$ cat src/hw/rtl/ppnrg_pkg.sv
`default_nettype none

package ppnrg_pkg;

  // Replay window geometry.
  localparam int WINDOW = 64;
  localparam int WIN_IDX_W = 6;

  // Item modes.
  localparam logic [1:0] MODE_SEND_CLIENT = 2'd0;
  localparam logic [1:0] MODE_SEND_PEER   = 2'd1;
  localparam logic [1:0] MODE_RECEIVE     = 2'd2;

  // Direction bytes of received nonces.
  localparam logic [7:0] DIR_FROM_CLIENT = 8'h00;
  localparam logic [7:0] DIR_FROM_SERVER = 8'h01;

  // Direction bit placed in outbound nonces.
  localparam logic NONCE_DIR_CLIENT = 1'b0;
  localparam logic NONCE_DIR_SERVER = 1'b1;

  typedef enum logic [2:0] {
    ST_OK      = 3'd0,
    ST_SHORT   = 3'd1,
    ST_LONG    = 3'd2,
    ST_BAD_DIR = 3'd3,
    ST_OLD     = 3'd4,
    ST_DUP     = 3'd5
  } status_t;

  typedef struct packed {
    logic [1:0]  mode;
    logic [3:0]  peer_slot;
    logic [7:0]  direction_byte;
    logic [63:0] packet_counter;
    logic [15:0] packet_length;
    logic [15:0] capacity;
  } in_item_t;

  typedef struct packed {
    logic        accepted;
    status_t     status;
    logic [63:0] nonce_counter;
    logic        nonce_direction;
    logic [15:0] plaintext_length;
  } out_item_t;

  // One peer slot as stored in the table memory.
  typedef struct packed {
    logic [63:0] outbound;
    logic [63:0] highest;
    logic [63:0] mask;
  } peer_entry_t;

  // Verdict and updated window from the replay check.
  typedef struct packed {
    status_t     status;
    logic [63:0] highest;
    logic [63:0] mask;
  } win_res_t;

endpackage

`default_nettype wire

$ cat src/hw/rtl/ppnrg_stream_if.sv
`default_nettype none

// Valid/ready channel; a transfer happens when valid and ready are both high.
interface ppnrg_stream_if #(
  parameter type payload_t = logic
);
  logic     valid;
  logic     ready;
  payload_t payload;

  modport source (output valid, output payload, input ready);
  modport sink (input valid, input payload, output ready);
endinterface

`default_nettype wire

$ cat src/hw/rtl/per_peer_nonce_counter_replay_guard.sv
// An accepted item is held while its peer slot is read; its result is then registered.
// No item is taken while another executes: the peer table RAM needs a read-modify-write.
// A waiting result holds off the next request transfer until the result is taken.
// Reset (synchronous, active high) zeroes the client context and then clears the peer
// table in one pass over its slots, one slot a cycle, during which no item is taken.
`default_nettype none

module per_peer_nonce_counter_replay_guard #(
  parameter int NUM_PEERS      = 16,
  parameter int OVERHEAD_BYTES = 28
) (
  input logic           clk,
  input logic           rst,
  ppnrg_stream_if.sink   req,
  ppnrg_stream_if.source rsp
);
  import ppnrg_pkg::*;

  localparam int SLOT_W = (NUM_PEERS > 1) ? $clog2(NUM_PEERS) : 1;
  localparam logic [15:0] OVERHEAD = 16'(OVERHEAD_BYTES);
  localparam logic [SLOT_W-1:0] LAST_SLOT = SLOT_W'(NUM_PEERS - 1);

  typedef enum logic [2:0] {
    FSM_CLEAR = 3'b001,
    FSM_IDLE  = 3'b010,
    FSM_EXEC  = 3'b100
  } fsm_t;

  fsm_t        state;
  fsm_t        state_next;
  logic [SLOT_W-1:0] clr_cnt;

  in_item_t    item;
  logic [SLOT_W-1:0] slot;
  logic [SLOT_W-1:0] slot_map [16];

  logic [63:0] client_outbound;
  logic [63:0] client_highest;
  logic [63:0] client_seen_mask;

  logic        req_fire;
  logic        rsp_fire;

  logic        ram_we;
  logic [SLOT_W-1:0] ram_waddr;
  peer_entry_t ram_wdata;
  peer_entry_t ram_rdata;

  logic [63:0] win_hi;
  logic [63:0] win_mask;
  win_res_t    win;

  out_item_t   result;
  logic        peer_we;
  peer_entry_t peer_new;
  logic        client_out_we;
  logic        client_win_we;
  logic [15:0] pt_len;

  logic        out_valid;
  out_item_t   out_data;

  // Slot numbers fold onto the table size.
  for (genvar i = 0; i < 16; i++) begin : g_slot_map
    assign slot_map[i] = SLOT_W'(i % NUM_PEERS);
  end

  assign req_fire  = req.valid && req.ready;
  assign rsp_fire  = out_valid && rsp.ready;
  assign req.ready = (state == FSM_IDLE) && (!out_valid || rsp.ready);

  // Sequencer: clearing pass, then one table access per item.
  always_comb begin
    state_next = state;
    case (state)
      FSM_CLEAR: begin
        if (clr_cnt == LAST_SLOT) begin
          state_next = FSM_IDLE;
        end
      end
      FSM_IDLE: begin
        if (req_fire) begin
          state_next = FSM_EXEC;
        end
      end
      FSM_EXEC: begin
        state_next = FSM_IDLE;
      end
      default: begin
        state_next = FSM_CLEAR;
      end
    endcase
  end

  always_ff @(posedge clk) begin
    if (rst) begin
      state   <= FSM_CLEAR;
      clr_cnt <= '0;
    end else begin
      state <= state_next;
      if (state == FSM_CLEAR) begin
        clr_cnt <= clr_cnt + SLOT_W'(1);
      end
    end
  end

  // Hold the accepted item while its slot is read.
  always_ff @(posedge clk) begin
    if (req_fire) begin
      item <= req.payload;
      slot <= slot_map[req.payload.peer_slot];
    end
  end

  // Peer table memory.
  assign ram_we    = (state == FSM_CLEAR) || peer_we;
  assign ram_waddr = (state == FSM_CLEAR) ? clr_cnt : slot;
  assign ram_wdata = (state == FSM_CLEAR) ? '0 : peer_new;

  ppnrg_ram #(
    .WIDTH ($bits(peer_entry_t)),
    .DEPTH (NUM_PEERS)
  ) u_table (
    .clk   (clk),
    .we    (ram_we),
    .waddr (ram_waddr),
    .wdata (ram_wdata),
    .re    (req_fire),
    .raddr (slot_map[req.payload.peer_slot]),
    .rdata (ram_rdata)
  );

  // One replay checker serves both contexts.
  assign win_hi   = (item.direction_byte == DIR_FROM_SERVER) ? client_highest
                                                             : ram_rdata.highest;
  assign win_mask = (item.direction_byte == DIR_FROM_SERVER) ? client_seen_mask
                                                             : ram_rdata.mask;

  ppnrg_window u_window (
    .highest (win_hi),
    .mask    (win_mask),
    .counter (item.packet_counter),
    .res     (win)
  );

  assign pt_len = item.packet_length - OVERHEAD;

  // Execute the held item against the state that was read.
  always_comb begin
    result        = '0;
    result.status = ST_OK;
    peer_new      = ram_rdata;
    peer_we       = 1'b0;
    client_out_we = 1'b0;
    client_win_we = 1'b0;
    if (state == FSM_EXEC) begin
      case (item.mode)
        MODE_SEND_CLIENT: begin
          result.accepted        = 1'b1;
          result.nonce_counter   = client_outbound;
          result.nonce_direction = NONCE_DIR_CLIENT;
          client_out_we          = 1'b1;
        end
        MODE_SEND_PEER: begin
          result.accepted        = 1'b1;
          result.nonce_counter   = ram_rdata.outbound;
          result.nonce_direction = NONCE_DIR_SERVER;
          peer_new.outbound      = ram_rdata.outbound + 64'd1;
          peer_we                = 1'b1;
        end
        MODE_RECEIVE: begin
          if (item.packet_length < OVERHEAD) begin
            result.status = ST_SHORT;
          end else if (pt_len > item.capacity) begin
            result.status = ST_LONG;
          end else if (item.direction_byte == DIR_FROM_CLIENT) begin
            result.status    = win.status;
            peer_new.highest = win.highest;
            peer_new.mask    = win.mask;
            peer_we          = (win.status == ST_OK);
          end else if (item.direction_byte == DIR_FROM_SERVER) begin
            result.status = win.status;
            client_win_we = (win.status == ST_OK);
          end else begin
            result.status = ST_BAD_DIR;
          end
          if (result.status == ST_OK) begin
            result.accepted         = 1'b1;
            result.plaintext_length = pt_len;
          end
        end
        default: begin
          result = '0;
        end
      endcase
    end
  end

  // Client context registers.
  always_ff @(posedge clk) begin
    if (rst) begin
      client_outbound  <= '0;
      client_highest   <= '0;
      client_seen_mask <= '0;
    end else begin
      if (client_out_we) begin
        client_outbound <= client_outbound + 64'd1;
      end
      if (client_win_we) begin
        client_highest   <= win.highest;
        client_seen_mask <= win.mask;
      end
    end
  end

  // Output register; it is always free when an item finishes.
  always_ff @(posedge clk) begin
    if (rst) begin
      out_valid <= 1'b0;
    end else if (state == FSM_EXEC) begin
      out_valid <= 1'b1;
    end else if (rsp_fire) begin
      out_valid <= 1'b0;
    end
  end

  always_ff @(posedge clk) begin
    if (state == FSM_EXEC) begin
      out_data <= result;
    end
  end

  assign rsp.valid   = out_valid;
  assign rsp.payload = out_data;

endmodule

`default_nettype wire

$ cat src/hw/rtl/ppnrg_ram.sv
`default_nettype none

// Simple dual-port RAM: one write port, one read port with registered data.
module ppnrg_ram #(
  parameter int WIDTH = 192,
  parameter int DEPTH = 16,
  localparam int ADDR_W = (DEPTH > 1) ? $clog2(DEPTH) : 1
) (
  input  logic              clk,
  input  logic              we,
  input  logic [ADDR_W-1:0] waddr,
  input  logic [WIDTH-1:0]  wdata,
  input  logic              re,
  input  logic [ADDR_W-1:0] raddr,
  output logic [WIDTH-1:0]  rdata
);

  logic [WIDTH-1:0] mem [DEPTH];

  always_ff @(posedge clk) begin
    if (we) begin
      mem[waddr] <= wdata;
    end
    if (re) begin
      rdata <= mem[raddr];
    end
  end

endmodule

`default_nettype wire

$ cat src/hw/rtl/ppnrg_window.sv
`default_nettype none

// 64-wide sliding-window replay check on one context.
module ppnrg_window (
  input  logic [63:0]          highest,
  input  logic [63:0]          mask,
  input  logic [63:0]          counter,
  output ppnrg_pkg::win_res_t  res
);
  import ppnrg_pkg::*;

  logic [63:0] fwd_dist;
  logic [63:0] back_dist;
  logic        ahead;
  logic        too_old;
  logic        far;
  logic [63:0] shifted;
  logic [63:0] seen_bit;

  assign fwd_dist  = counter - highest;
  assign back_dist = highest - counter;
  assign ahead     = counter > highest;

  // At or behind the top, a distance of a full window or more is stale.
  assign too_old = !ahead && (back_dist >= 64'(WINDOW));

  // Moving the top up slides the mask; a jump past the window empties it.
  assign far      = fwd_dist[63:WIN_IDX_W] != '0;
  assign shifted  = far ? '0 : (mask << fwd_dist[WIN_IDX_W-1:0]);
  assign seen_bit = 64'd1 << back_dist[WIN_IDX_W-1:0];

  always_comb begin
    res.status  = ST_OK;
    res.highest = highest;
    res.mask    = mask;
    if (too_old) begin
      res.status = ST_OLD;
    end else if (ahead) begin
      res.highest = counter;
      res.mask    = shifted | 64'd1;
    end else if ((mask & seen_bit) != '0) begin
      res.status = ST_DUP;
    end else begin
      res.mask = mask | seen_bit;
    end
  end

endmodule

`default_nettype wire

$ cat src/flat_wrapper.sv
// flat-port wrapper written by rule: the top's interface ports become plain ports
module per_peer_nonce_counter_replay_guard_flat import ppnrg_pkg::*;
#(
  parameter int NUM_PEERS      = 16,
  parameter int OVERHEAD_BYTES = 28
)
  (clk, rst, req_valid, req_payload, req_ready, rsp_valid, rsp_payload, rsp_ready);
  ppnrg_stream_if #(.payload_t(in_item_t)) req_i ();
  ppnrg_stream_if #(.payload_t(out_item_t)) rsp_i ();
  input logic clk;
  input logic rst;
  input wire logic [$bits(req_i.valid)-1:0] req_valid;
  input wire logic [$bits(req_i.payload)-1:0] req_payload;
  output wire logic [$bits(req_i.ready)-1:0] req_ready;
  output wire logic [$bits(rsp_i.valid)-1:0] rsp_valid;
  output wire logic [$bits(rsp_i.payload)-1:0] rsp_payload;
  input wire logic [$bits(rsp_i.ready)-1:0] rsp_ready;
  assign req_i.valid = req_valid;
  assign req_i.payload = req_payload;
  assign req_ready = req_i.ready;
  assign rsp_valid = rsp_i.valid;
  assign rsp_payload = rsp_i.payload;
  assign rsp_i.ready = rsp_ready;
  per_peer_nonce_counter_replay_guard #(.NUM_PEERS(NUM_PEERS), .OVERHEAD_BYTES(OVERHEAD_BYTES)) u_core (.clk(clk), .rst(rst), .req(req_i), .rsp(rsp_i));
endmodule
$ cat config.mk
export PLATFORM = sky130hd
export DESIGN_NAME = per_peer_nonce_counter_replay_guard_flat
export DESIGN_NICKNAME = d
export VERILOG_FILES = /design/src/hw/rtl/ppnrg_pkg.sv /design/src/hw/rtl/ppnrg_stream_if.sv /design/src/hw/rtl/per_peer_nonce_counter_replay_guard.sv /design/src/hw/rtl/ppnrg_ram.sv /design/src/hw/rtl/ppnrg_window.sv /design/src/flat_wrapper.sv
export SDC_FILE = /design/constraint.sdc
export NUM_CORES = 2
export LEC_CHECK = 0
export BUFFER_PORTS_ARGS = -buffer_cell sky130_fd_sc_hd__buf_2
export CELL_PAD_IN_SITES_DETAIL_PLACEMENT = 1
export CELL_PAD_IN_SITES_GLOBAL_PLACEMENT = 1
export CORE_ASPECT_RATIO = 0.6
export CORE_UTILIZATION = 49
export DETAILED_ROUTE_END_ITERATION = 10
export PLACE_DENSITY_LB_ADDON = 0.25
export SYNTH_ARGS = -nofsm -noshare
export SYNTH_HDL_FRONTEND = slang
export SYNTH_SLANG_ARGS = --single-unit
$ cat constraint.sdc
create_clock -name clk -period 19.5 [get_ports clk]
set_clock_uncertainty 0.05 [all_clocks]
set_input_delay 2.925 -clock clk [delete_from_list [all_inputs] [get_ports clk]]
set_output_delay 2.925 -clock clk [all_outputs]
set_load 0.01 [all_outputs]
==> run metrics <==
status=complete, but fails checks; failing checks=capacitance limit, slew limit; critical path type=flop to flop; vias per cell=6.78; fin. max-slew vios=3; DP Worst Slack=7.24 ns; mean area per synthesized cell=17.1 sq um; area leader, netlist=edfxtp_1; Rows=160; hold_ws=0.403 ns; Max Cap Viol=2; final hold viol count=0; synth top area cells=edfxtp_1 (67%), mux4_2 (14%), dfxtp_1 (2.6%); TritonRoute pass-1 iters=6; Final WS setup=around 6.5 ns; Setup TNS=0 ns; worst hold stages=2; Reg power frac=0.539; CTS Sinks=3,659; Routability Congestion=roughly 1.0; vias in the first global route=93.7k; Leak Pwr=~58 nW; Power, Total=17.3 mW; DRC Markers=0; width of the die=731 um; post-CTS setup buffers=0; yosys warns=0; first-pass GRT wire length=744,000 um; Avg WL per Cell=38.6 um; drt first-iter violations=13.0k; fraction of registers with async set/reset=0; IO Port Bufs=200; CTS Buf Count=341; clock power share=0.385; Boundary Pins=201; Starting Density=0.493; chip height=about 440 um; post-synth top area share=0.665; startpoint types=flop; Cell Area, Placed=163,000 sq um; die footprint=321,000 sq um; nets=roughly 9.7k; r2r setup slk=around 6.5 ns; type of destination of the critical path=flop; design area=174,000 sq um; Power Density=~99 nW/um^2; Final Core Density=0.549; layout cells sized above 1=0.212; Resized cells post-CTS=0; Slew @ Worst Pin=1.50 ns; Final Non-Filler Cells=13.9k; post-route ant nets=0; period utilization=0.667; htree depth=5; P&R area growth vs syn=11.5%; Psw=4.00 mW; FMAX=approximately 77 MHz; post-cts hold buffer count=0; crit path DAT=between 10 and 15 ns; largest net degree at the start of global routing=134; min-delay worst type=flop to flop; Root Driver=clkbuf_16; Syn Inst Count=9,142; cell total after placement=13.3k; Syn Std Cell Area=156,000 sq um; vias after detailed routing=94.4k; R2R cell count=24; Logic pwr share=0.077; initial antenna violation count=37; max_slew headroom=-0.00793; clk_lat worst skew=0.96 ns; Switching Share=0.231; CTS tree=yes; Unique masters post-synth=89; Max Root-Sink Buffers=4; CP required=19.96 ns; Seq cells post-synth=3,659; CP Max Fanout=a little over 80; Seq/Total Area, Yosys=0.691; gr usage total=0.331; gr ovfl total=0; fin crit period=between 10 and 15 ns; DP HPWL=about 340,000 um; VDD IR max=~98 uV; Post-Syn Nets=roughly 9.4k; EDFF count, synth=3,459; final WL=537,000 um; setup violators final=0; core area=317,000 sq um; RSZ-0062 raised after global routing=false; clk slew on worst S/H paths=0.06 ns; internal cell power=~13 mW; ys flop type=edfxtp_1
==> layer usage <==
layer / routed length, um / vias to the layer above / GRT usage / part of all wire
met4: 10400 / 10 / 0.0620 / 0.019
met1: 245000 / 50825 / 0.535 / 0.46
li1: - / 37444 / - / -
met5: 62 / - / 0 / 0.00012
met2: 221000 / 5483 / 0.452 / 0.41
met3: 60300 / 611 / 0.0854 / 0.11
==> sequential cells by signal, summed over array words and instances (netlist names), 4 cells and up <==
name and count:
u_core.client_outbound 64, u_core.u_table.rdata 192, u_core.rsp.payload 85, u_core.item 106
u_core.client_highest 64, u_core.u_table.mem 3072, u_core.slot 4, u_core.clr_cnt 4
u_core.client_seen_mask 64
==> path summary, 6_finish.rpt <==
kind / start / endpoint
setup / recovery: u_core.item[101] / u_core.u_table.mem[9][19]
hold / removal: u_core.client_highest[17] / u_core.client_highest[17]
setup reg to reg: u_core.item[101] / u_core.u_table.mem[9][19]
hold reg to reg: u_core.client_highest[17] / u_core.client_highest[17]
==> layout make-up <==
type                    instances  area (sq um)
repair buffers                471          3370
diodes                         11          27.5
well taps                    4212          5270
clock inverters               187          1700
flip-flops and latches       3659        108000
fillers                     28602        143000
multi-input cells            4757         46000
inverters                     194           741
clock buffers                 428          9140
==> Yosys cell counts, types with 18 or more instances <==
cell type	count
a211oi_1	92
a21o_1	33
a21oi_1	566
a221oi_1	32
a22o_1	66
a22oi_1	18
a31oi_1	90
and2_1	21
and3_1	38
and4_1	22
buf_1	101
buf_2	31
clkbuf_1	393
dfxtp_1	200
edfxtp_1	3459
ha_1	152
inv_1	194
mux2_2	21
mux2i_1	291
mux4_2	965
nand2_1	612
nand3_1	117
nand4_1	106
nor2_1	454
nor2b_1	42
nor3_1	90
nor4_1	36
o211ai_1	30
o21a_1	53
o21ai_0	238
o21bai_1	44
o221ai_1	35
or3_1	32
or4_1	23
xnor2_1	75
xor2_1	127
==> layout by cell type (no fill, tap or decap), types with 106 or more instances in the layout <==
cell type  count
xor2_1       123
mux4_2       965
buf_2        196
nand3_1      117
a21oi_1      540
edfxtp_1    3459
clkbuf_16    347
dfxtp_1      200
mux2i_1      291
o21ai_0      236
inv_1        190
nand4_1      106
ha_1         149
nor2_1       453
buf_4        246
nand2_1      610
==> cell families after synthesis <==
kind of cell / count (synthesis) / synth area share
flops: 3659 / 0.691
simple gates: 1651 / 0.0485
compound gates: 1473 / 0.0596
mux: 1277 / 0.159
buf+inv: 726 / 0.0179
xor+xnor: 202 / 0.0113
fa+ha+maj: 154 / 0.0124
==> critical path, stage by stage (launching register included) <==
cell and delay, ns:
edfxtp_1 0.37, nor4_1 0.70, nand2_4 0.51, buf_12 0.39, mux2i_1 0.41, inv_1 0.10, ha_1 0.87, nand4_1 0.22
buf_4 0.26, o221ai_2 0.34, nand3_1 0.39, nand3_1 0.37, a221oi_1 0.14, buf_4 0.24, o41ai_1 1.06, nand3_1 0.15
nor4_1 1.16, nand4b_1 0.23, buf_4 0.26, o211ai_1 0.80, nand4_1 0.62, a21oi_4 0.33, buf_4 0.68, buf_4 0.87
buf_12 0.55
==> power by group through the flow <==
stage	logic (mW)	clock network (mW)	registers, mW
5_1_grt	1.38	6.98	9.35
4_1_cts	1.33	6.75	9.32
2_1_floorplan	0.779	0	9.61
6_report	1.32	6.65	9.32
3_5_place_dp	1.32	0	9.49
3_3_place_gp	1.28	0	9.44
No activity file was read; power rests on OpenSTA's default activity.
